### src/hdl/mono_framebuffer_bitmap_blitter_defines.svh
// Assertion macros for the framebuffer blitter.
`ifndef MONO_FRAMEBUFFER_BITMAP_BLITTER_DEFINES_SVH
`define MONO_FRAMEBUFFER_BITMAP_BLITTER_DEFINES_SVH

`ifndef NO_ASSERTIONS
`define MFBB_ASSERT_IMP(lbl, clk, rst, ante, cons) \
   lbl: assert property (@(posedge clk) disable iff (rst) (ante) |-> (cons)) \
      else $error("mfbb: implication check failed");
`define MFBB_ASSERT_NXT(lbl, clk, rst, ante, cons) \
   lbl: assert property (@(posedge clk) disable iff (rst) (ante) |=> (cons)) \
      else $error("mfbb: next-cycle check failed");
`else
`define MFBB_ASSERT_IMP(lbl, clk, rst, ante, cons)
`define MFBB_ASSERT_NXT(lbl, clk, rst, ante, cons)
`endif

`endif

### src/hdl/mfbb_pkg.sv
package mfbb_pkg;

   localparam int NUM_LANES    = 8;
   localparam int LANE_W       = 3;
   localparam int PIXEL_W      = 8;
   localparam int COORD_W      = 11;
   localparam int XY_W         = 10;
   localparam int ORIGIN_W     = 9;
   localparam int DIM_W        = 8;
   localparam int COLB_W       = 5;
   localparam int BYTE_INDEX_W = 10;
   localparam int CSR_AW       = 4;
   localparam int CSR_DW       = 32;

   localparam logic [1:0] REG_ORIGIN_X      = 2'd0;
   localparam logic [1:0] REG_ORIGIN_Y      = 2'd1;
   localparam logic [1:0] REG_BITMAP_WIDTH  = 2'd2;
   localparam logic [1:0] REG_BITMAP_HEIGHT = 2'd3;

   typedef enum logic [1:0] {
      MODE_CLEAR = 2'd0,
      MODE_PLOT  = 2'd1,
      MODE_BLIT  = 2'd2,
      MODE_READ  = 2'd3
   } mode_type;

   typedef enum logic [1:0] {
      ST_CLEAR,
      ST_IDLE,
      ST_READ,
      ST_WRITE
   } state_type;

   typedef logic signed [COORD_W-1:0] coord_type;
   typedef logic [PIXEL_W-1:0]        pixel_byte_type;

   typedef struct packed {
      mode_type               mode;
      coord_type              base_x;
      coord_type              base_y;
      logic [NUM_LANES-1:0]   lane_en;
      logic                   idx_ok;
      logic [LANE_W-1:0]      idx_bank;
   } item_type;

endpackage

### src/hdl/mfbb_lane.sv
module mfbb_lane #(
   parameter int SCREEN_WIDTH = 128,
   parameter int LA_W         = 10,
   parameter int LANE         = 0
) (
   input  logic                 en_in,
   input  mfbb_pkg::coord_type  base_x,
   input  logic [LA_W-1:0]      row_base,
   output logic                 en_out,
   output logic [LA_W-1:0]      addr
);
   import mfbb_pkg::*;

   coord_type x;

   always_comb begin
      x      = base_x + COORD_W'(LANE);
      en_out = en_in && !x[COORD_W-1] && (x < $signed(COORD_W'(SCREEN_WIDTH)));
      addr   = LA_W'($unsigned(x)) + row_base;
   end

endmodule

### config.mk
export PLATFORM = sky130hd
export DESIGN_NAME = mfbb_lane
export DESIGN_NICKNAME = d
export VERILOG_FILES = /design/src/hdl/mono_framebuffer_bitmap_blitter_defines.svh /design/src/hdl/mfbb_pkg.sv /design/src/hdl/mfbb_lane.sv
export SDC_FILE = /design/constraint.sdc
export NUM_CORES = 1
export LEC_CHECK = 0
export BUFFER_PORTS_ARGS = -buffer_cell sky130_fd_sc_hd__buf_2
export CAP_MARGIN = 25
export CORE_UTILIZATION = 29
export DETAILED_ROUTE_END_ITERATION = 8
export GPL_TIMING_DRIVEN = 0
export PLACE_DENSITY = 0.62
export SYNTH_ARGS = -nofsm -noshare
export SYNTH_HDL_FRONTEND = slang
export SYNTH_SLANG_ARGS = --single-unit
### constraint.sdc
create_clock -name vclk -period 1.7
set_input_delay 0.17 -clock vclk [all_inputs]
set_output_delay 0.17 -clock vclk [all_outputs]
set_load 0.01 [all_outputs]
==> flow_summary.json <==
{
  "status": "finished clean",
  "overflow": 0,
  "area_delta_synth_final_pct": 81.1,
  "drt_first_pass_iters": 4,
  "core_area_um2": 1190,
  "crit_top_cell": "buf_2",
  "start_util_pct": 33.5,
  "cp.required_ps": 1530,
  "totalWireLength_um": 1090,
  "fmax_mhz": 594,
  "yosysUniqueCellTypes": 18,
  "cpLargestDelayFamily": "compound AO/OA/AOI/OAI gates",
  "portBuffers": 33,
  "routed_via_density": 4.92,
  "drc": 0,
  "drt_first_iter_violations": 8,
  "place_inst": 101,
  "slew_headroom_pct": 81.4,
  "synth_nets": 86,
  "crit_buf_inv": 3,
  "hp-class": "in2out",
  "tightest_slew_ps": 278,
  "stdcell_count": 106,
  "use_met1_pct": 20.0,
  "worstPathMaxFanout": 3,
  "route.vias.total": 522,
  "grt_pass1_wl_um": 1610,
  "grt_util_met3_pct": 1.16,
  "maxCapViolCount": 0,
  "arrival_ps": 1510,
  "die_w_um": 39.0,
  "rows": 12,
  "place.gp.congestion": 0.720,
  "pre_cts_slack_ps": -99.1,
  "final_nets": 126,
  "grt_pass1_vias": 393,
  "syn-cell-area_um2": 398,
  "grt_start_max_net_pins": 7,
  "slew_viol_final": 0,
  "ys_seq_area_share_pct": 0,
  "drive_gt1_share_pct": 55.4,
  "path_cells": "buf_2, ha_1, a21oi_2, o211ai_1, buf_4, a31oi_2, xnor2_1, buf_2",
  "detail-route-antenna-nets": 0,
  "setup_ws_ps": 16.8,
  "power.density_nw_per_um2": 410,
  "ios": 33,
  "path_class": "in2out",
  "clkbuf_count": 0,
  "ir_drop_v": 0.000204,
  "use_met2_pct": 23.8,
  "wire_per_inst_um": 10.3,
  "die_h_um": 39.0,
  "antenna_found_initial": 0,
  "leakage_nw": 0.355,
  "max_stage_delay_ps": 300,
  "end_kind": "output port",
  "yosysWarnings": 0,
  "seq_area_um2": 0,
  "hold_violations": 0,
  "hold_end": "en_out",
  "synth.avg_cell_area_um2": 7.37,
  "track_usage_pct": 14.0,
  "critPathSlowestCell": "ha_1",
  "dpl.hpwl_um": 786,
  "critPathLaunchType": "input pin",
  "die_area_um2": 1520,
  "finalCriticalPeriod_ps": 1680,
  "antennaDiodeCount": 0,
  "grt_busiest_layer": "met2",
  "period_share_pct": 99.0,
  "nFlopsAndLatches": 0,
  "rsz0062_at_grt": "yes",
  "min_delay_path_depth": 3,
  "finalSetupViolCount": 0,
  "hp-start": "base_x[8]",
  "syn_inst": 54
}
per-layer routing:
| metal | vias up | wire [µm] |
|---|---|---|
| met1 | 236 | 527 |
| met3 | 0 | 59 |
| li1 | 269 | - |
| met5 | - | 0 |
| met2 | 17 | 504 |
| met4 | 0 | 0 |
cell usage after synthesis:
cell type / n / area [µm²]
ha_1: 9 / 113
nor3_1: 1 / 5.00
xor2_1: 2 / 17.5
a221oi_2: 1 / 15.0
inv_1: 6 / 22.5
and2_1: 1 / 6.26
nand3_1: 5 / 25.0
o21ai_0: 1 / 5.00
nand2_1: 3 / 11.3
xnor2_1: 7 / 61.3
o221ai_1: 1 / 8.76
a21o_1: 2 / 15.0
nand2b_1: 1 / 6.26
nor2_1: 5 / 18.8
a31oi_1: 2 / 12.5
o211ai_1: 2 / 15.0
a21oi_1: 4 / 20.0
fa_1: 1 / 20.0
cell type report:
class	count	area, µm²
inverters	6	22.5
well taps	14	17.5
multi-input cells	48	472
repair buffers	38	209
fillers	106	465
stage by stage:
| step | total power [mW] | hold WS [ps] | setup TNS (ps) | utilization, % | cell area (µm²) |
|---|---|---|---|---|---|
| 3_5_place_dp | 0.238 | 601 | -184 | 48.9 | 581 |
| 3_3_place_gp | 0.237 | 600 | -182 | 48.9 | 581 |
| 2_1_floorplan | 0.153 | 391 | 0 | - | 398 |
| 6_report | 0.295 | 597 | 0 | 60.8 | 721 |
| 4_1_cts | 0.253 | 603 | 0 | 51.8 | 614 |
| 5_1_grt | 0.326 | 612 | -77.8 | 60.8 | 721 |
cells in the final DEF, fill, tap and decap left out:
master,count
inv_1,5
and2_1,1
a21oi_2,1
o211ai_1,2
buf_4,5
nor2_1,5
nand2_1,3
xnor2_1,7
a21oi_1,2
ha_4,5
ha_2,1
o21ai_0,1
buf_2,32
nor3_1,1
a31oi_1,1
a21oi_4,1
o221ai_1,1
buf_6,1
a31oi_2,1
fa_2,1
a21o_1,2
nand2b_4,1
inv_2,1
nand3_1,5
xor2_1,2
a221oi_2,1
ha_1,3
where the power goes:
part / leakage [nW] / internal [mW] / switching, mW
logic: 0.355 / 0.154 / 0.141
registers: 0 / 0 / 0
clock network: 0 / 0 / 0
total: 0.355 / 0.154 / 0.141
cells by family after synthesis:
| family | after synthesis | share of synthesized area (%) |
|---|---|---|
| xor+xnor | 9 | 19.8 |
| compound gates | 13 | 23.0 |
| buf+inv | 6 | 5.66 |
| fa+ha+maj | 10 | 33.3 |
| simple gates | 16 | 18.2 |
timing repair:
action / CTS / global route
resized for setup: 5 / 11
endpoints found under the hold margin: 0 / 0
pin swaps: 1 / 10
setup buffers: 0 / 5
hold buffers: 0 / 0
setup endpoints to repair: 2 / 4
worst max-delay path by stage:
stage / from / to / slack, ps / depth (start not counted)
floorplan: base_x[0] / addr[8] / 130 / 7
global placement: base_x[0] / addr[8] / -100 / 9
detailed placement: base_x[0] / addr[8] / -100 / 9
CTS: base_x[2] / addr[9] / 2 / 7
global route: base_x[1] / addr[7] / -40 / 8
finish: base_x[1] / addr[7] / 20 / 8
No activity file was read; power rests on OpenSTA's default activity.
