`config.mk`:
```
export PLATFORM = sky130hd
export DESIGN_NAME = mfbb_merge
export DESIGN_NICKNAME = d
export VERILOG_FILES = /design/src/hdl/mono_framebuffer_bitmap_blitter_defines.svh /design/src/hdl/mfbb_pkg.sv /design/src/hdl/mfbb_merge.sv
export SDC_FILE = /design/constraint.sdc
export NUM_CORES = 1
export LEC_CHECK = 0
export ABC_AREA = 1
export BUFFER_PORTS_ARGS = -buffer_cell sky130_fd_sc_hd__buf_2
export CELL_PAD_IN_SITES_DETAIL_PLACEMENT = 0
export CELL_PAD_IN_SITES_GLOBAL_PLACEMENT = 2
export CORE_AREA = 2 2 105 132
export DETAILED_ROUTE_END_ITERATION = 8
export DIE_AREA = 0 0 107 134
export GPL_TIMING_DRIVEN = 0
export PLACE_DENSITY = 0.85
export SYNTH_ARGS = -nofsm -noshare
export SYNTH_HDL_FRONTEND = slang
export SYNTH_SLANG_ARGS = --single-unit
```
`constraint.sdc`:
```
create_clock -name vclk -period 3
set_clock_uncertainty 0.05 [all_clocks]
set_input_delay 0.6 -clock vclk [all_inputs]
set_output_delay 0.6 -clock vclk [all_outputs]
set_load 0.03 [all_outputs]
```
`src/hdl/mono_framebuffer_bitmap_blitter_defines.svh`:
```
// Assertion macros for the framebuffer blitter.
`ifndef MONO_FRAMEBUFFER_BITMAP_BLITTER_DEFINES_SVH
`define MONO_FRAMEBUFFER_BITMAP_BLITTER_DEFINES_SVH

`ifndef NO_ASSERTIONS
`define MFBB_ASSERT_IMP(lbl, clk, rst, ante, cons) \
   lbl: assert property (@(posedge clk) disable iff (rst) (ante) |-> (cons)) \
      else $error("mfbb: implication check failed");
`define MFBB_ASSERT_NXT(lbl, clk, rst, ante, cons) \
   lbl: assert property (@(posedge clk) disable iff (rst) (ante) |=> (cons)) \
      else $error("mfbb: next-cycle check failed");
`else
`define MFBB_ASSERT_IMP(lbl, clk, rst, ante, cons)
`define MFBB_ASSERT_NXT(lbl, clk, rst, ante, cons)
`endif

`endif

```
`src/hdl/mfbb_pkg.sv`:
```
package mfbb_pkg;

   localparam int NUM_LANES    = 8;
   localparam int LANE_W       = 3;
   localparam int PIXEL_W      = 8;
   localparam int COORD_W      = 11;
   localparam int XY_W         = 10;
   localparam int ORIGIN_W     = 9;
   localparam int DIM_W        = 8;
   localparam int COLB_W       = 5;
   localparam int BYTE_INDEX_W = 10;
   localparam int CSR_AW       = 4;
   localparam int CSR_DW       = 32;

   localparam logic [1:0] REG_ORIGIN_X      = 2'd0;
   localparam logic [1:0] REG_ORIGIN_Y      = 2'd1;
   localparam logic [1:0] REG_BITMAP_WIDTH  = 2'd2;
   localparam logic [1:0] REG_BITMAP_HEIGHT = 2'd3;

   typedef enum logic [1:0] {
      MODE_CLEAR = 2'd0,
      MODE_PLOT  = 2'd1,
      MODE_BLIT  = 2'd2,
      MODE_READ  = 2'd3
   } mode_type;

   typedef enum logic [1:0] {
      ST_CLEAR,
      ST_IDLE,
      ST_READ,
      ST_WRITE
   } state_type;

   typedef logic signed [COORD_W-1:0] coord_type;
   typedef logic [PIXEL_W-1:0]        pixel_byte_type;

   typedef struct packed {
      mode_type               mode;
      coord_type              base_x;
      coord_type              base_y;
      logic [NUM_LANES-1:0]   lane_en;
      logic                   idx_ok;
      logic [LANE_W-1:0]      idx_bank;
   } item_type;

endpackage

```
`src/hdl/mfbb_merge.sv`:
```
module mfbb_merge #(
   parameter int LA_W = 10
) (
   input  logic [mfbb_pkg::NUM_LANES-1:0] lane_en,
   input  logic [LA_W-1:0]                lane_addr [mfbb_pkg::NUM_LANES],
   output logic [mfbb_pkg::NUM_LANES-1:0] bank_en,
   output logic [LA_W-mfbb_pkg::LANE_W-1:0] bank_row [mfbb_pkg::NUM_LANES]
);
   import mfbb_pkg::*;

   // lanes hold consecutive addresses, so bank k takes lane (k - base) mod 8
   always_comb begin
      logic [LANE_W-1:0] sel;
      sel = '0;
      for (int k = 0; k < NUM_LANES; k++) begin
         sel         = LANE_W'(k) - lane_addr[0][LANE_W-1:0];
         bank_en[k]  = lane_en[sel];
         bank_row[k] = lane_addr[sel][LA_W-1:LANE_W];
      end
   end

endmodule

```
==> results.sh, run 1 <==
export IMPL_synth_cells=510
export IMPL_core_area_um2=13100
export IMPL_required_ns=2.35
export IMPL_synth_warnings=0
export IMPL_status="finished, final reports clean"
export IMPL_worst_hold_path_type="input pin to primary output"
export IMPL_max_slew_margin=0.655
export IMPL_setup_viol=0
export IMPL_gp_congestion=0.952
export IMPL_postRouteAntennaNets=0
export IMPL_period_share=0.960
export IMPL_io_pin_count=152
export IMPL_grt_usage=0.181
export IMPL_syn_avg_cell_area_um2=4.55
export IMPL_grt_max_degree=20
export IMPL_die_w_um=107
export IMPL_overflow=0
export IMPL_post_cts_setup_buffers=0
export IMPL_rows=47
export IMPL_synth_distinct_cells=11
export IMPL_yosysSeqAreaShare=0
export IMPL_start_util=0.177
export IMPL_drive_above_1_share=0.264
export IMPL_cts_hold_buf=0
export IMPL_vias=3997
export IMPL_vias_per_cell=4.93
export IMPL_wl_um=13600
export IMPL_multi_input_area_um2=2090
export IMPL_port_buffers=131
export IMPL_syn_area_um2=2320
export IMPL_max_freq_mhz=347
export IMPL_tightest_slew_ns=0.518
export IMPL_n_clock_buffer=0
export IMPL_n_antenna_cell=0
export IMPL_rsz0062_at_grt="no"
export IMPL_p_leak_nw=1.85
export IMPL_drt_first_pass_iters=6
export IMPL_design_seq_count=0
export IMPL_grt_pass1_vias=3747
export IMPL_min_period_ns=2.88
export IMPL_synth_top_area_cell="nand3_1"
export IMPL_antenna_found_initial=0
export IMPL_place_inst=812
export IMPL_cap_violations=0
export IMPL_avgRoutedWirePerCell_um=16.8
export IMPL_chipHeight_um=134
export IMPL_dieArea_um2=14300
export IMPL_syn2layout_area_growth_pct=37.9
export IMPL_critPathArrivalTime_ns=2.23
export IMPL_seqCellArea_um2=0
export IMPL_syn_nets=600
export IMPL_worst_setup_path_start_kind="input pin"
export IMPL_grt_pass1_wl_um=20600
export IMPL_drc=0
export IMPL_finalHoldViolations=0
export IMPL_layoutNonFillerInstCount=810
export IMPL_synth_top_area_frac=0.552
export IMPL_yosys_top_cells_area="nand3_1, nand2_1, buf_2"
export IMPL_crit_path_end_kind="primary output"
export IMPL_drt_iter0_drc=400
export IMPL_nets=731
export IMPL_max_vdd_ir_drop_mv=0.0903
export IMPL_critPathKind="input pin to primary output"
export IMPL_dp_hpwl_um=12000
export IMPL_fillers=1588
export IMPL_p_per_area_nw_per_um2=300
export IMPL_report_final_slew_viol_count=0
export IMPL_cp_max_fo=19
export IMPL_tns_ns=0
-- timing repair --
item                                    CTS  global route
gates resized for setup                   6             5
gates cloned                              0             0
endpoints found under the setup margin   32            32
-- cell usage in the layout (no fill, tap or decap) --
| cell | Yosys | final |
|---|---|---|
| inv_4 | 1 | 1 |
| clkbuf_2 | 0 | 3 |
| buf_2 | 22 | 147 |
| nand2_1 | 203 | 203 |
| nand3_1 | 256 | 256 |
| inv_2 | 2 | 3 |
| buf_4 | 6 | 8 |
| inv_1 | 4 | 3 |
| clkbuf_1 | 9 | 6 |
| nand2_2 | 4 | 4 |
| buf_6 | 1 | 3 |
| ha_1 | 2 | 2 |
-- worst paths after layout --
path  cells past startpoint            to           from  slack (ns)
max                      10  bank_row[23]  lane_addr[70]        0.12
min                       6  bank_row[13]  lane_addr[59]        1.70
-- metrics by stage --
step / utilization / setup slack, ns / hold WS (ns) / area [um^2] / power [W]
after CTS: 0.243 / 0.00401 / 1.70 / 3190 / 0.000956
after global placement: 0.243 / -0.270 / 1.70 / 3190 / 0.000955
after detailed placement: 0.243 / -0.257 / 1.70 / 3190 / 0.000951
after global routing: 0.244 / 0.0140 / 1.74 / 3200 / 0.00104
final: 0.244 / 0.121 / 1.70 / 3200 / 0.000962
after floorplan: - / 0.331 / 1.53 / 2320 / 0.000641
-- report_power, final --
group          internal [W]  total, W  switching (W)
Clock                     0         0              0
Combinational      0.000280  0.000962       0.000681
Sequential                0         0              0
-- layer usage --
layer | track usage | vias to the layer above | share of wire
met5 | 0 | - | 0
met4 | 0.0418 | 0 | 0.029
met3 | 0.0107 | 22 | 0.060
met2 | 0.335 | 196 | 0.50
met1 | 0.227 | 1770 | 0.41
li1 | - | 2009 | -
-- kinds of logic after synthesis --
kind of cell / count (synthesis) / synth area share
buffers and inverters: 45 / 0.0986
and+or+nand+nor: 463 / 0.891
adders and majority gates: 2 / 0.0108
-- critical path, cell delays in order --
cell	delay, ns
buf_2	0.11
inv_1	0.05
buf_4	0.20
ha_1	0.29
buf_2	0.16
clkbuf_2	0.28
nand3_1	0.18
nand3_1	0.12
nand2_1	0.06
buf_2	0.17
-- synth_stat cells --
cell type,instances
ha_1,2
nand2_1,203
buf_6,1
inv_1,4
nand3_1,256
inv_4,1
buf_4,6
buf_2,22
nand2_2,4
clkbuf_1,9
inv_2,2
-- layout make-up --
class,instances,area share
multi-input cells,465,0.654
plain buffers,36,0.0660
repair buffers,131,0.205
well taps,171,0.0668
inverters,7,0.00898
No activity file was read; power rests on OpenSTA's default activity.
==> inputs of run 2 (changes only) <==
CAP_MARGIN = 20   (was not set)
SETUP_SLACK_MARGIN = 0.3   (was not set)
==> run 2 against run 1 <==
  * First-iteration DRC count decreased by 17%
  * Final area increased by 17%
  * Worst setup slack improved by 0.21 ns
  * Largest power group unchanged
  * Critical endpoint is now bank_row[9]
  * Highest routed layer unchanged
==> results.sh, run 2 (synthesis gave the netlist of run 1 again) <==
export IMPL_status="finished, final reports clean"
export IMPL_critPathBufInv=8
export IMPL_max_vdd_ir_drop_mv=0.109
export IMPL_p_per_area_nw_per_um2=302
export IMPL_rows=47
export IMPL_grt_pass1_vias=3872
export IMPL_start_util=0.177
export IMPL_grt_max_degree=11
export IMPL_syn2layout_area_growth_pct=61.5
export IMPL_drc=0
export IMPL_vias=4075
export IMPL_design_seq_count=0
export IMPL_path_depth=12
export IMPL_finish_instance_area_um2=3750
export IMPL_drive_above_1_share=0.334
export IMPL_antenna_found_initial=0
export IMPL_worst_setup_path_start_kind="input pin"
export IMPL_gp_congestion=0.952
export IMPL_placed_cell_area_um2=3190
export IMPL_rsz0062_at_grt="yes"
export IMPL_vias_per_cell=4.97
export IMPL_grt_usage=0.186
export IMPL_cp_slowest_stage_delay_ns=0.25
export IMPL_dieArea_um2=14300
export IMPL_slowest_stage="ha_4"
export IMPL_wl_um=14200
export IMPL_dp_hpwl_um=12000
export IMPL_io_pin_count=152
export IMPL_crit_path_end_kind="primary output"
export IMPL_port_buffers=131
export IMPL_core_area_um2=13100
export IMPL_critPathKind="input pin to primary output"
export IMPL_tns_ns=0
export IMPL_cp_cell_sequence="buf_4 > inv_2 > buf_6 > buf_8 > ha_4 > buf_8 > clkinv_8 > buf_6 > nand3_1 > nand3_1 > nand2_1 > buf_4"
export IMPL_finalHoldViolations=0
export IMPL_drt_first_pass_iters=5
export IMPL_max_freq_mhz=374
export IMPL_whs_ns=1.66
export IMPL_die_w_um=107
export IMPL_p_leak_nw=2.04
export IMPL_n_clock_buffer=0
export IMPL_period_share=0.890
export IMPL_final_common_cell="nand3_1"
export IMPL_worst_hold_path_type="input pin to primary output"
export IMPL_max_slew_margin=0.650
export IMPL_nets=741
export IMPL_grt_pass1_wl_um=21200
export IMPL_min_period_ns=2.67
export IMPL_critPathArrivalTime_ns=2.02
export IMPL_cap_violations=0
export IMPL_tightest_slew_ns=0.525
export IMPL_cp_max_fo=7
export IMPL_required_ns=2.35
export IMPL_final_cell_mix="nand3_1, nand2_1, buf_2"
export IMPL_seqCellArea_um2=0
export IMPL_avgRoutedWirePerCell_um=17.3
export IMPL_setup_viol=0
export IMPL_drt_iter0_drc=333
export IMPL_chipHeight_um=134
export IMPL_postRouteAntennaNets=0
export IMPL_report_final_slew_viol_count=0
export IMPL_hold_depth=6
export IMPL_crit_family="buffers and inverters"
export IMPL_overflow=0
export IMPL_n_antenna_cell=0
==> run 2: changes by cell type in the layout (fill, tap and decap cells not counted), sizes merged <==
cell | before | now
buf | 158 | 166
clkbuf | 9 | 11
clkinv | 0 | 1
inv | 7 | 6
==> run 2: worst paths after layout <==
path	from	end
hold / removal	lane_addr[59]	bank_row[41]
setup / recovery	lane_addr[70]	bank_row[9]
==> run 2: repair_timing <==
item | CTS | global route
pin swaps | 4 | 12
endpoints found under the setup margin | 32 | 39
gates cloned | 2 | 0
buffers inserted | 6 | 0
hold buffers | 0 | 0
gates resized for setup | 70 | 76
==> run 2: metrics by stage <==
| stage | total power (W) | cells | util | setup WS (ns) |
|---|---|---|---|---|
| finish | 0.00113 | 820 | 0.286 | 0.330 |
| global route | 0.00122 | 820 | 0.286 | 0.270 |
| CTS | 0.00105 | 820 | 0.267 | 0.301 |
| detailed placement | 0.000951 | 812 | 0.243 | -0.257 |
| global placement | 0.000955 | 812 | 0.243 | -0.270 |
| floorplan | 0.000641 | 510 | - | 0.331 |
==> run 2: layer usage <==
layer	up-vias	global-route usage	wire, um
met4	0	0.0404	404
met2	168	0.348	7290
met5	-	0	0
met3	26	0.0107	731
li1	2025	-	-
met1	1856	0.232	5750
==> run 2: power by group <==
| group | switching [W] | total, W | internal [W] |
|---|---|---|---|
| Combinational | 0.000731 | 0.00113 | 0.000402 |
| Sequential | 0 | 0 | 0 |
| Clock | 0 | 0 | 0 |
| Total | 0.000731 | 0.00113 | 0.000402 |
==> run 2: area by class of cell <==
class	count	area (um^2)
Timing Repair Buffer	139	918
Buffer	38	299
Inverter	7	43.8
Multi-Input combinational cell	465	2280
Fill cell	1562	9360
Tap cell	171	214
==> inputs of run 3 (changes only) <==
CORE_AREA = 2 2 111 140   (was 2 2 105 132)
DIE_AREA = 0 0 113 142   (was 0 0 107 134)
PLACE_DENSITY = 0.8   (was 0.85)
clock period = 2.26 ns   (was 3 ns; I/O delays follow)
==> run 3 against run 2 <==
  * The run now ends with DRC, setup timing left
  * Via count increased by 6.7%
  * Wire length is 22% higher
  * Global-route usage grew 1.7 points
  * Total power rose by 85%
  * Die area grew 12%
  * Combinational power up 86%
  * Non-clock buffer count rose by 21
  * Sequential share of layout area stayed put
  * Sequential cell count did not move
  * Highest routed layer unchanged
  * Count of clock-buffer cells in the layout did not move
  * Cell count rose by 3.9%
  * Final area rose by 51%
==> results.sh, run 3 (synthesis gave the netlist of run 1 again) <==
export IMPL_fillers=1562
export IMPL_final_common_cell="nand2_1"
export IMPL_min_period_ns=2.36
export IMPL_p_leak_nw=2.66
export IMPL_n_clock_buffer=0
export IMPL_postRouteAntennaNets=0
export IMPL_n_antenna_cell=0
export IMPL_grt_pass1_wl_um=25600
export IMPL_drc=3
export IMPL_max_vdd_ir_drop_mv=0.141
export IMPL_grt_pass1_vias=4351
export IMPL_avgRoutedWirePerCell_um=20.4
export IMPL_setup_viol=32
export IMPL_vias=4350
export IMPL_nets=762
export IMPL_report_final_slew_viol_count=0
export IMPL_seqCellArea_um2=0
export IMPL_max_slew_margin=0.664
export IMPL_critPathArrivalTime_ns=1.86
export IMPL_core_area_um2=14800
export IMPL_design_seq_count=0
export IMPL_tightest_slew_ns=0.504
export IMPL_fin_util=0.383
export IMPL_finalHoldViolations=0
export IMPL_finish_instance_area_um2=5660
export IMPL_grt_max_degree=11
export IMPL_period_share=1.05
export IMPL_p_per_area_nw_per_um2=371
export IMPL_cp_max_fo=6
export IMPL_rsz0062_at_grt="yes"
export IMPL_gp_congestion=0.923
export IMPL_critPathKind="input pin to primary output"
export IMPL_syn2layout_area_growth_pct=144
export IMPL_io_pin_count=152
export IMPL_overflow=0
export IMPL_vias_per_cell=5.11
export IMPL_required_ns=1.76
export IMPL_fin_ws_ns=-0.103
export IMPL_cp_cell_sequence="buf_12 > inv_12 > buf_8 > buf_8 > ha_4 > buf_12 > inv_12 > buf_12 > buf_16 > nand3_4 > nand3_4 > nand2_4 > buf_6"
export IMPL_antenna_found_initial=0
export IMPL_dieArea_um2=16000
export IMPL_port_buffers=131
export IMPL_cp_slowest_stage_delay_ns=0.26
export IMPL_crit_path_end_kind="primary output"
export IMPL_wl_um=17400
export IMPL_drive_above_1_share=0.616
export IMPL_status="finished, violations left"
export IMPL_die_w_um=113
export IMPL_path_common_cell="buf_12"
export IMPL_dp_hpwl_um=14200
export IMPL_critPathBufInv=9
export IMPL_tns_ns=-1.96
export IMPL_max_freq_mhz=423
export IMPL_placed_cell_area_um2=4280
export IMPL_drt_iter0_drc=242
export IMPL_start_util=0.157
export IMPL_rows=50
export IMPL_grt_usage=0.203
export IMPL_worst_setup_path_start_kind="input pin"
export IMPL_chipHeight_um=142
export IMPL_worst_hold_path_type="input pin to primary output"
export IMPL_violations="DRC, setup timing"
export IMPL_final_cell_mix="nand2_1, nand3_2, nand3_1"
export IMPL_drt_first_pass_iters=7
export IMPL_slowest_stage="ha_4"
export IMPL_crit_family="buffers and inverters"
export IMPL_cap_violations=0
## run 3: changes by cell type in the layout (fill, tap and decap cells not counted), moves of 20 or more
cell,previous run,this run
nand2_4,0,36
nand2_1,193,153
nand3_4,2,52
nand3_2,24,104
nand3_1,230,100
buf_2,111,91
## run 3: layout make-up
class,instances,area [um^2],area share
multi-input cells,465,3640,0.643
inverters,7,63.8,0.0113
repair buffers,160,1270,0.224
plain buffers,38,462,0.0816
well taps,182,228,0.0402
## run 3: power by group
group	leakage, nW	switching, W	internal [W]	total (W)
logic	2.66	0.00127	0.000826	0.00210
registers	0	0	0	0
clock network	0	0	0	0
total	2.66	0.00127	0.000826	0.00210
## run 3: worst paths after layout
path / from / end / slack [ns] / cells after the start
max: lane_addr[70] / bank_row[11] / -0.10 / 13
min: lane_addr[28] / bank_row[47] / 1.40 / 6
## run 3: metrics by stage
step                cells  hold slack (ns)  setup WS (ns)  total power, W
global placement      823             1.40         -0.385         0.00161
CTS                   839             1.39         -0.113         0.00195
floorplan             510             1.18          0.193         0.00117
global route          852             1.43         -0.145         0.00222
finish                852             1.40         -0.103         0.00210
detailed placement    823             1.41         -0.392         0.00162
## run 3: tightest hold or removal path: cells and delay by family
kind          cells  cell delay, ns
simple gates      4            0.32
buf+inv           2            0.23
## run 3: timing repair
| item | CTS | global route |
|---|---|---|
| pin swaps | 25 | 17 |
| endpoints found under the setup margin | 64 | 64 |
| cloned | 4 | 2 |
| hold buffers | 0 | 0 |
| buffers inserted | 12 | 11 |
| gates resized for setup | 154 | 94 |
## run 3: per-layer routing
| layer | wire length, um | global-route usage |
|---|---|---|
| met1 | 6750 | 0.250 |
| met2 | 9550 | 0.390 |
| met3 | 729 | 0.0132 |
| met4 | 327 | 0.0315 |
| met5 | 0 | 0 |
