**src/hdl/mono_framebuffer_bitmap_blitter_defines.svh**
```systemverilog
// Assertion macros for the framebuffer blitter.
`ifndef MONO_FRAMEBUFFER_BITMAP_BLITTER_DEFINES_SVH
`define MONO_FRAMEBUFFER_BITMAP_BLITTER_DEFINES_SVH

`ifndef NO_ASSERTIONS
`define MFBB_ASSERT_IMP(lbl, clk, rst, ante, cons) \
   lbl: assert property (@(posedge clk) disable iff (rst) (ante) |-> (cons)) \
      else $error("mfbb: implication check failed");
`define MFBB_ASSERT_NXT(lbl, clk, rst, ante, cons) \
   lbl: assert property (@(posedge clk) disable iff (rst) (ante) |=> (cons)) \
      else $error("mfbb: next-cycle check failed");
`else
`define MFBB_ASSERT_IMP(lbl, clk, rst, ante, cons)
`define MFBB_ASSERT_NXT(lbl, clk, rst, ante, cons)
`endif

`endif

```
**src/hdl/mfbb_pkg.sv**
```systemverilog
package mfbb_pkg;

   localparam int NUM_LANES    = 8;
   localparam int LANE_W       = 3;
   localparam int PIXEL_W      = 8;
   localparam int COORD_W      = 11;
   localparam int XY_W         = 10;
   localparam int ORIGIN_W     = 9;
   localparam int DIM_W        = 8;
   localparam int COLB_W       = 5;
   localparam int BYTE_INDEX_W = 10;
   localparam int CSR_AW       = 4;
   localparam int CSR_DW       = 32;

   localparam logic [1:0] REG_ORIGIN_X      = 2'd0;
   localparam logic [1:0] REG_ORIGIN_Y      = 2'd1;
   localparam logic [1:0] REG_BITMAP_WIDTH  = 2'd2;
   localparam logic [1:0] REG_BITMAP_HEIGHT = 2'd3;

   typedef enum logic [1:0] {
      MODE_CLEAR = 2'd0,
      MODE_PLOT  = 2'd1,
      MODE_BLIT  = 2'd2,
      MODE_READ  = 2'd3
   } mode_type;

   typedef enum logic [1:0] {
      ST_CLEAR,
      ST_IDLE,
      ST_READ,
      ST_WRITE
   } state_type;

   typedef logic signed [COORD_W-1:0] coord_type;
   typedef logic [PIXEL_W-1:0]        pixel_byte_type;

   typedef struct packed {
      mode_type               mode;
      coord_type              base_x;
      coord_type              base_y;
      logic [NUM_LANES-1:0]   lane_en;
      logic                   idx_ok;
      logic [LANE_W-1:0]      idx_bank;
   } item_type;

endpackage

```
**src/hdl/mfbb_bank.sv**
```systemverilog
module mfbb_bank #(
   parameter int DEPTH = 128,
   parameter int AW    = 7
) (
   input  logic                    clock,
   input  logic                    we,
   input  logic [AW-1:0]           waddr,
   input  mfbb_pkg::pixel_byte_type wdata,
   input  logic [AW-1:0]           raddr,
   output mfbb_pkg::pixel_byte_type rdata
);
   import mfbb_pkg::*;

   pixel_byte_type mem [DEPTH];

   always_ff @(posedge clock) begin
      if (we) begin
         mem[waddr] <= wdata;
      end
      rdata <= mem[raddr];
   end

endmodule

```
**config.mk**
```make
export PLATFORM = sky130hd
export DESIGN_NAME = mfbb_bank
export DESIGN_NICKNAME = d
export VERILOG_FILES = /design/src/hdl/mono_framebuffer_bitmap_blitter_defines.svh /design/src/hdl/mfbb_pkg.sv /design/src/hdl/mfbb_bank.sv
export SDC_FILE = /design/constraint.sdc
export NUM_CORES = 1
export LEC_CHECK = 0
export BUFFER_PORTS_ARGS = -buffer_cell sky130_fd_sc_hd__buf_2
export CAP_MARGIN = 15
export CORE_MARGIN = 5
export CORE_UTILIZATION = 45
export DETAILED_ROUTE_END_ITERATION = 8
export SYNTH_ARGS = -nofsm -noshare
export SYNTH_HDL_FRONTEND = slang
export SYNTH_SLANG_ARGS = --single-unit
```
**constraint.sdc**
```tcl
create_clock -name clock -period 3.1 [get_ports clock]
set_input_delay 0.155 -clock clock [delete_from_list [all_inputs] [get_ports clock]]
set_output_delay 0.155 -clock clock [all_outputs]
set_load 0.005 [all_outputs]
```
==> results.sh, run 1 <==
export IMPL_fp_dieH_um=306.9
export IMPL_fp_coreArea_mm2=0.08716
export IMPL_grt_use_total_pct=19.46
export IMPL_gp_congestion=0.7946
export IMPL_powerDensity_mw_per_mm2=634.9
export IMPL_final_cell_count_no_fill=3081
export IMPL_cts_buffer_depth=3
export IMPL_first_global_vias=18693
export IMPL_syn2layout_area_growth_pct=15.45
export IMPL_fin_crit_ns=2.429
export IMPL_crit_arrival_ns=2.96
export IMPL_path_cells="mux4_2 > mux4_2 > mux4_2 > mux2_2"
export IMPL_top_usage_layer="met2"
export IMPL_fin_setup_tns_ns=0
export IMPL_fin_skew_ns=0.02101
export IMPL_antenna_found_initial=10
export IMPL_cts_root_buffer="clkbuf_16"
export IMPL_power_total_mw=29.07
export IMPL_ys_seq_area_share_pct=77.93
export IMPL_endpoint_kind="flip-flop"
export IMPL_grt_pass1_wl_um=132600
export IMPL_syn_cell_area_mm2=0.03967
export IMPL_floorplan_initialDensity_pct=45.51
export IMPL_clk_latency_ns=0.66
export IMPL_path_max_fanout=1
export IMPL_drc=0
export IMPL_hold_buffers=3
export IMPL_r2r_worst_path_cells=4
export IMPL_syn_num_nets=1659
export IMPL_crit_slowest_cell="mux4_2"
export IMPL_hold_path_cell_count=2
export IMPL_die_w_um=306.9
export IMPL_r2r_start="mem[117][4]"
export IMPL_ioPinCount=32
export IMPL_dr_pass1_iters=5
export IMPL_slowest_delay_ns=0.56
export IMPL_wl_per_cell_um=29.37
export IMPL_crit_path_frequent_cell="mux4_2"
export IMPL_setup_viol=0
export IMPL_vias_per_cell=5.772
export IMPL_period_share_pct=78.35
export IMPL_worstSetupPathType="flip-flop to flip-flop"
export IMPL_mostFrequentLayoutCell="edfxtp_1"
export IMPL_slew_limit_headroom_pct=32.63
export IMPL_p_leak_nw=14.25
export IMPL_numCtsBuffers=102
export IMPL_ys_ff_latch=1032
export IMPL_drtIter0Drc=1372
export IMPL_syn_avg_cell_area_um2=24.26
export IMPL_synth_warnings=0
export IMPL_use_met2_pct=32.75
export IMPL_rsz0062_at_grt="false"
export IMPL_port_buffers=31
export IMPL_rows=108
export IMPL_hold_path_startpoint="wdata[3]"
export IMPL_dpl_cell_count=2878
export IMPL_hp_class="input pin to flip-flop"
export IMPL_dieArea_mm2=0.09418
export IMPL_drive_above_1_share_pct=34.84
export IMPL_synth_cell_types=17
export IMPL_cts_setup_buffers=0
export IMPL_maxCapViolCount=0
export IMPL_nets=1854
export IMPL_hpwlAfterDp_um=56940
export IMPL_grt_max_degree=129
export IMPL_cts_clk_slew_worst_paths_ns=0.06
export IMPL_hold_path_end="mem[115][3]"
export IMPL_layout_common_cells="1024 x edfxtp_1, 336 x mux4_2, 123 x buf_4, 122 x nor2_1, 103 x clkbuf_16"
export IMPL_status="complete, no violations"
export IMPL_cts_repair_resized=0
export IMPL_fillers=6638
export IMPL_met3_usage_pct=4.467
export IMPL_cp_start_kind="flip-flop"
export IMPL_worst_pin_slew_ns=1.011
export IMPL_cts_htree_levels=3
export IMPL_required_ns=3.64
export IMPL_use_met1_pct=26.01
export IMPL_syn_inst=1635
export IMPL_r2r_slack_ns=0.67
export IMPL_ant_nets=0
export IMPL_ir_drop_mv=0.5606
export IMPL_overflow=0
export IMPL_cts_tree="done"
export IMPL_worst_r2r_endpoint="rdata[4]"
export IMPL_finalHoldViolCount=0
export IMPL_cts_sinks=1032
export IMPL_fmaxAchievable_ghz=0.4117
export IMPL_drt_total_wl_um=90490
export IMPL_maxSlewViolCount=0
export IMPL_num_vias=17782
==> per-stage QoR <==
| step | cell area, um^2 | hold slack, ns | util [%] | setup WS (ns) |
|---|---|---|---|---|
| floorplan | 39670 | 0.2539 | - | 0.4410 |
| global placement | 42420 | 0.6424 | 48.67 | 0.2088 |
| detailed placement | 42420 | 0.6361 | 48.67 | 0.2048 |
| CTS | 45780 | 0.06031 | 52.53 | 0.6536 |
| global route | 45790 | 0.07983 | 52.53 | 0.6324 |
| finish | 45800 | 0.05447 | 52.54 | 0.6711 |
==> per-layer routing <==
metal	vias to the layer above	wire [um]
met5	-	43
met4	6	2292
met1	9702	35750
li1	7445	-
met2	489	46460
met3	140	5942
==> sequential cells by signal, summed over array words and instances, names as in the netlist <==
| name | count |
|---|---|
| mem | 1024 |
| rdata | 8 |
==> synth_stat cells, drive strengths merged <==
cell / n / share of area, %
dfxtp: 8 / 0.40
or3: 1 / 0.016
clkbuf: 44 / 0.42
buf: 45 / 0.60
nand3: 12 / 0.15
mux2: 8 / 0.23
nor2b: 7 / 0.11
edfxtp: 1024 / 78
nand2b: 2 / 0.032
nand4: 3 / 0.047
mux4: 336 / 19
nor3: 9 / 0.11
nor2: 122 / 1.2
nand2: 14 / 0.13
==> how the worst max path moves through the flow <==
stage / from / end / depth (start not counted) / slack, ns
2_1_floorplan: raddr[0] / rdata[0] / 6 / 0.44
3_3_place_gp: raddr[0] / rdata[1] / 7 / 0.21
5_1_grt: mem[21][1] / rdata[1] / 4 / 0.63
3_5_place_dp: raddr[0] / rdata[1] / 7 / 0.20
6_report: mem[117][4] / rdata[4] / 4 / 0.67
4_1_cts: mem[117][4] / rdata[4] / 4 / 0.65
==> power by group <==
| group | switching (mW) | internal (mW) |
|---|---|---|
| registers | 0.0465 | 15.4 |
| clock network | 5.13 | 7.00 |
| logic | 0.838 | 0.643 |
| total | 6.02 | 23.1 |
==> critical path, delay by kind of cell, from the launching register on <==
| family | cells | cell delay [ns] |
|---|---|---|
| flip-flops | 1 | 0.37 |
| multiplexers | 4 | 1.93 |
==> cells by family after synthesis <==
group	after synthesis	synth area share (%)
DFF	1032	77.93
muxes	344	19.30
and+or+nand+nor	170	1.757
buffers and inverters	89	1.013
==> cell type report <==
class | instances | area, um^2 | area share [%]
multi-input combinational | 514 | 8354 | 18.24
sequential | 1032 | 30910 | 67.50
clock buffer | 128 | 2721 | 5.942
timing repair buffer | 180 | 1739 | 3.798
antenna | 6 | 15.01 | 0.03279
tap | 1155 | 1445 | 3.156
clock inverter | 66 | 610.6 | 1.333
Power figures use the tool's default switching activity.
==> inputs of run 2 (changes only) <==
==> constraint.sdc (replaced) <==
create_clock -name clock -period 2.38 [get_ports clock]
set_input_delay 0.119 -clock clock [delete_from_list [all_inputs] [get_ports clock]]
set_output_delay 0.119 -clock clock [all_outputs]
set_load 0.005 [all_outputs]
==> run 2 against run 1 <==
Compared with the run above: the run now ends with setup timing left; global-route usage increased by 0.72 points; critical path depth unchanged; fmax decreased by 0.47%; combinational power grew 41%; via count is 4.0% higher; clock-buffer cell count is 10 higher; cell count rose by 3.0%; clock skew grew 0.0085 ns; die area unchanged; register-to-register slack got worse by 0.73 ns.
==> results.sh, run 2 (synthesized netlist as in run 1, its figures left out) <==
export IMPL_combPwrFrac_pct=5.5
export IMPL_place_area_mm2=0.04323
export IMPL_antenna_found_initial=13
export IMPL_finalHoldViolCount=0
export IMPL_overflow=0
export IMPL_crit_arrival_ns=2.98
export IMPL_floorplan_initialDensity_pct=45.51
export IMPL_cts_setup_buffers=0
export IMPL_dr_pass1_iters=5
export IMPL_dieArea_mm2=0.09418
export IMPL_grt_pass1_wl_um=137200
export IMPL_mostFrequentLayoutCell="edfxtp_1"
export IMPL_gp_congestion=0.8154
export IMPL_maxSlewViolCount=0
export IMPL_cts_clk_slew_worst_paths_ns=0.06
export IMPL_rows=108
export IMPL_post_route_util_pct=53.35
export IMPL_drt_total_wl_um=93970
export IMPL_fp_coreArea_mm2=0.08716
export IMPL_fin_area_mm2=0.04650
export IMPL_die_w_um=306.9
export IMPL_cts_buffer_depth=3
export IMPL_fin_crit_ns=2.440
export IMPL_ioPinCount=32
export IMPL_endpoint_kind="flip-flop"
export IMPL_first_global_vias=19046
export IMPL_largest_reg_flops=1024
export IMPL_required_ns=2.91
export IMPL_cts_htree_levels=3
export IMPL_status="finished, violations left"
export IMPL_ir_drop_mv=0.6142
export IMPL_worstSetupPathType="flip-flop to flip-flop"
export IMPL_cts_root_buffer="clkbuf_16"
export IMPL_fp_dieH_um=306.9
export IMPL_intPower_mw=29.76
export IMPL_power_total_mw=37.54
export IMPL_worst_pin_slew_ns=0.7048
export IMPL_cts_tree="done"
export IMPL_wl_per_cell_um=29.61
export IMPL_switching_share_pct=20.74
export IMPL_multiInputGateArea_mm2=0.008362
export IMPL_slew_limit_headroom_pct=53.01
export IMPL_hold_ws_ns=0.03899
export IMPL_vias_per_cell=5.827
export IMPL_hpwlAfterDp_um=61210
export IMPL_powerDensity_mw_per_mm2=807.4
export IMPL_grt_max_degree=129
export IMPL_reg_largest_list="mem x1024, rdata x8"
export IMPL_cts_sinks=1032
export IMPL_setup_viol=6
export IMPL_fillers=6581
export IMPL_nets=1953
export IMPL_ant_nets=0
export IMPL_port_buffers=31
export IMPL_hp_class="input pin to flip-flop"
export IMPL_p_clk_share_pct=40.9
export IMPL_fin_skew_ns=0.02947
export IMPL_final_cell_count_no_fill=3173
export IMPL_path_max_fanout=1
export IMPL_clk_latency_ns=0.66
export IMPL_syn2layout_area_growth_pct=17.23
export IMPL_num_vias=18488
export IMPL_pwr_share_seq_pct=53.6
export IMPL_drtIter0Drc=2195
export IMPL_power_switching_mw=7.786
export IMPL_p_leak_nw=14.72
export IMPL_drc=0
export IMPL_maxCapViolCount=0
export IMPL_violations="setup timing"
export IMPL_ff_latch_area_mm2=0.03091
export IMPL_top_register="mem"
export IMPL_grt_use_total_pct=20.17
export IMPL_numCtsBuffers=102
export IMPL_cp_start_kind="flip-flop"
export IMPL_layout_common_cells="1024 x edfxtp_1, 336 x mux4_2, 209 x buf_4, 122 x nor2_1, 103 x clkbuf_16"
export IMPL_fmaxAchievable_ghz=0.4098
export IMPL_drive_above_1_share_pct=37.11
export IMPL_rsz0062_at_grt="true"
export IMPL_r2r_slack_ns=-0.06
export IMPL_dpl_cell_count=2973
export IMPL_worst_slack_ns=-0.06042
export IMPL_period_share_pct=102.5
==> run 2: path summary, 6_finish.rpt <==
kind | cells after the start | from | endpoint
worst max-delay path | 4 | mem[31][3] | rdata[3]
worst max register to register | 4 | mem[31][3] | rdata[3]
worst min register to register | 4 | mem[118][5] | rdata[5]
worst min-delay path | 1 | wdata[3] | mem[59][3]
==> run 2: power groups by stage <==
stage	Sequential, mW	Clock, mW	Combinational (mW)
finish	20.1	15.3	2.08
global route	20.1	16.5	2.19
floorplan	20.5	0	1.05
global placement	20.5	0	2.06
detailed placement	20.5	0	2.10
CTS	20.1	15.7	2.12
==> run 2: area by class of cell <==
class / instances / share of cell area (%)
diodes: 5 / 0.02691
clock buffers: 138 / 5.847
clock inverters: 50 / 0.9929
multi-input cells: 514 / 17.98
flip-flops and latches: 1032 / 66.47
well taps: 1155 / 3.108
repair buffers: 279 / 5.570
==> run 2: routing by layer <==
metal / global-route usage, % / share of wire, % / up-vias
met2: 31.87 / 48 / 709
met1: 30.00 / 42 / 10030
met4: 4.530 / 1.9 / 2
li1: - / - / 7632
met3: 3.716 / 7.6 / 115
met5: 0 / 0.021 / -
==> run 2: stage by stage <==
stage / setup WS [ns] / TNS (ns)
global route: -0.07655 / -0.3689
finish: -0.06042 / -0.1952
global placement: -0.5415 / -3.652
floorplan: 0.0004361 / 0
CTS: -0.05934 / -0.2723
detailed placement: -0.5481 / -3.628
==> run 2: worst max-delay path, stage by stage (launching register included) <==
cell and delay (ns):
edfxtp_1 0.37, mux4_2 0.53, mux4_2 0.56, mux4_2 0.56, mux2_4 0.30
==> run 2: what timing repair did <==
item	4_1_cts	5_1_grt
hold endpoints to repair	187	0
hold buffers	7	0
setup endpoints to repair	7	8
gates resized for setup	2	0
pin swaps	0	0
==> inputs of run 3 (changes only) <==
--- a/config.mk
+++ b/config.mk
@@ -5,10 +5,13 @@
 export SDC_FILE = /design/constraint.sdc
 export NUM_CORES = 1
 export LEC_CHECK = 0
+export ABC_CLOCK_PERIOD_IN_PS = 2380
 export BUFFER_PORTS_ARGS = -buffer_cell sky130_fd_sc_hd__buf_2
 export CAP_MARGIN = 15
+export CORE_ASPECT_RATIO = 1.5
 export CORE_MARGIN = 5
 export CORE_UTILIZATION = 45
+export CTS_BUF_LIST = sky130_fd_sc_hd__clkbuf_2 sky130_fd_sc_hd__clkbuf_4 sky130_fd_sc_hd__clkbuf_8
 export DETAILED_ROUTE_END_ITERATION = 8
 export SYNTH_ARGS = -nofsm -noshare
 export SYNTH_HDL_FRONTEND = slang
==> run 3 against run 2 <==
Compared with the run above: the flow still finishes with violations (setup timing); fmax is 0.50% lower; global-route usage is 0.84 points higher; sequential power hardly changed; critical path type unchanged; largest cell class unchanged.
==> results.sh, run 3 (synthesized netlist as in run 1, its figures left out) <==
export IMPL_grt_max_degree=129
export IMPL_port_buffers=31
export IMPL_rows=133
export IMPL_post_route_util_pct=53.00
export IMPL_worstSetupPathType="flip-flop to flip-flop"
export IMPL_dieArea_mm2=0.09431
export IMPL_clk_latency_ns=0.82
export IMPL_slew_limit_headroom_pct=41.35
export IMPL_fin_crit_ns=2.453
export IMPL_critPathBufInv=0
export IMPL_die_w_um=252.4
export IMPL_powerDensity_mw_per_mm2=773.3
export IMPL_p_leak_nw=14.81
export IMPL_cts_setup_buffers=0
export IMPL_hp_class="input pin to flip-flop"
export IMPL_num_vias=18594
export IMPL_cts_root_buffer="clkbuf_8"
export IMPL_cts_htree_levels=4
export IMPL_first_global_vias=20000
export IMPL_period_share_pct=103.1
export IMPL_fp_dieH_um=373.6
export IMPL_gp_congestion=0.8269
export IMPL_wl_per_cell_um=29.94
export IMPL_drive_above_1_share_pct=40.59
export IMPL_required_ns=3.09
export IMPL_worst_pin_slew_ns=0.8798
export IMPL_ioPinCount=32
export IMPL_cts_clk_slew_worst_paths_ns=0.06
export IMPL_cts_sinks=1032
export IMPL_finalHoldViolCount=0
export IMPL_numCtsBuffers=148
export IMPL_rsz0062_at_grt="true"
export IMPL_worst_slack_ns=-0.07262
export IMPL_cp_start_kind="flip-flop"
export IMPL_grt_pass1_wl_um=141300
export IMPL_cts_tree="done"
export IMPL_antenna_found_initial=9
export IMPL_drt_total_wl_um=97570
export IMPL_maxCapViolCount=0
export IMPL_maxSlewViolCount=0
export IMPL_fin_skew_ns=0.01684
export IMPL_path_max_fanout=1
export IMPL_crit_arrival_ns=3.17
export IMPL_syn2layout_area_growth_pct=16.95
export IMPL_grt_use_total_pct=21.02
export IMPL_dr_pass1_iters=5
export IMPL_layout_common_cells="1024 x edfxtp_1, 336 x mux4_2, 215 x buf_4, 157 x clkbuf_8, 122 x nor2_1"
export IMPL_top_register="mem"
export IMPL_setup_viol=4
export IMPL_crit_path_frequent_cell="mux4_2"
export IMPL_ant_nets=0
export IMPL_floorplan_initialDensity_pct=45.32
export IMPL_fmaxAchievable_ghz=0.4077
export IMPL_vias_per_cell=5.705
export IMPL_largest_reg_flops=1024
export IMPL_overflow=0
export IMPL_status="finished, violations left"
export IMPL_reg_largest_list="mem x1024, rdata x8"
export IMPL_slowest_delay_ns=0.60
export IMPL_endpoint_kind="flip-flop"
export IMPL_path_cells="mux4_2 > mux4_2 > mux4_2 > mux2_4"
export IMPL_nets=2019
export IMPL_violations="setup timing"
export IMPL_mostFrequentLayoutCell="edfxtp_1"
export IMPL_drtIter0Drc=1447
export IMPL_fp_coreArea_mm2=0.08753
export IMPL_fin_setup_tns_ns=-0.1457
export IMPL_cts_buffer_depth=3
export IMPL_crit_family="multiplexers"
export IMPL_crit_slowest_cell="mux4_2"
export IMPL_hpwlAfterDp_um=64920
export IMPL_ir_drop_mv=0.5344
export IMPL_drc=0
[run 3: final cells by class]
| class | count | area, um^2 |
|---|---|---|
| clock buffers | 205 | 2521 |
| repair buffers | 299 | 2805 |
| fillers | 6828 | 41140 |
| diodes | 3 | 7.507 |
| flip-flops and latches | 1032 | 30910 |
| clock inverters | 59 | 331.6 |
| multi-input cells | 514 | 8381 |
| well taps | 1147 | 1435 |
[run 3: path summary, 6_finish.rpt]
kind	slack (ns)	to	startpoint	cells after the start
worst max-delay path	-0.07	rdata[0]	mem[48][0]	4
worst min-delay path	0.1	mem[40][1]	wdata[1]	2
worst max register to register	-0.07	rdata[0]	mem[48][0]	4
worst min register to register	1.12	rdata[6]	mem[84][6]	4
[run 3: per-stage QoR]
| step | hold WS [ns] | setup WS, ns | power (mW) | instances | instance area (um^2) |
|---|---|---|---|---|---|
| after floorplan | 0.2179 | 0.0004361 | 21.53 | 1635 | 39830 |
| after global placement | 0.3813 | -0.4644 | 22.64 | 2974 | 43320 |
| after detailed placement | 0.3815 | -0.4552 | 22.66 | 2974 | 43320 |
| after CTS | 0.03846 | -0.08439 | 36.24 | 3256 | 46380 |
| after global routing | 0.06474 | -0.1032 | 37.14 | 3258 | 46390 |
| final | 0.09880 | -0.07262 | 35.87 | 3259 | 46390 |
[run 3: power breakdown]
group / switching, mW / internal (mW)
Sequential: 0.0598 / 20.1
Combinational: 1.20 / 0.956
Clock: 6.52 / 7.08
Total: 7.78 / 28.1
[run 3: repair_timing]
action / in CTS / in global routing
setup endpoints to repair: 6 / 8
gates resized for setup: 6 / 1
hold endpoints to repair: 708 / 0
hold buffers: 18 / 0
[run 3: routing by layer]
layer	vias up	GRT usage [%]	wire length (um)
li1	7757	-	-
met1	10105	24.87	35160
met2	554	38.06	54190
met3	172	3.683	4428
met4	6	8.258	3748
met5	-	0	41
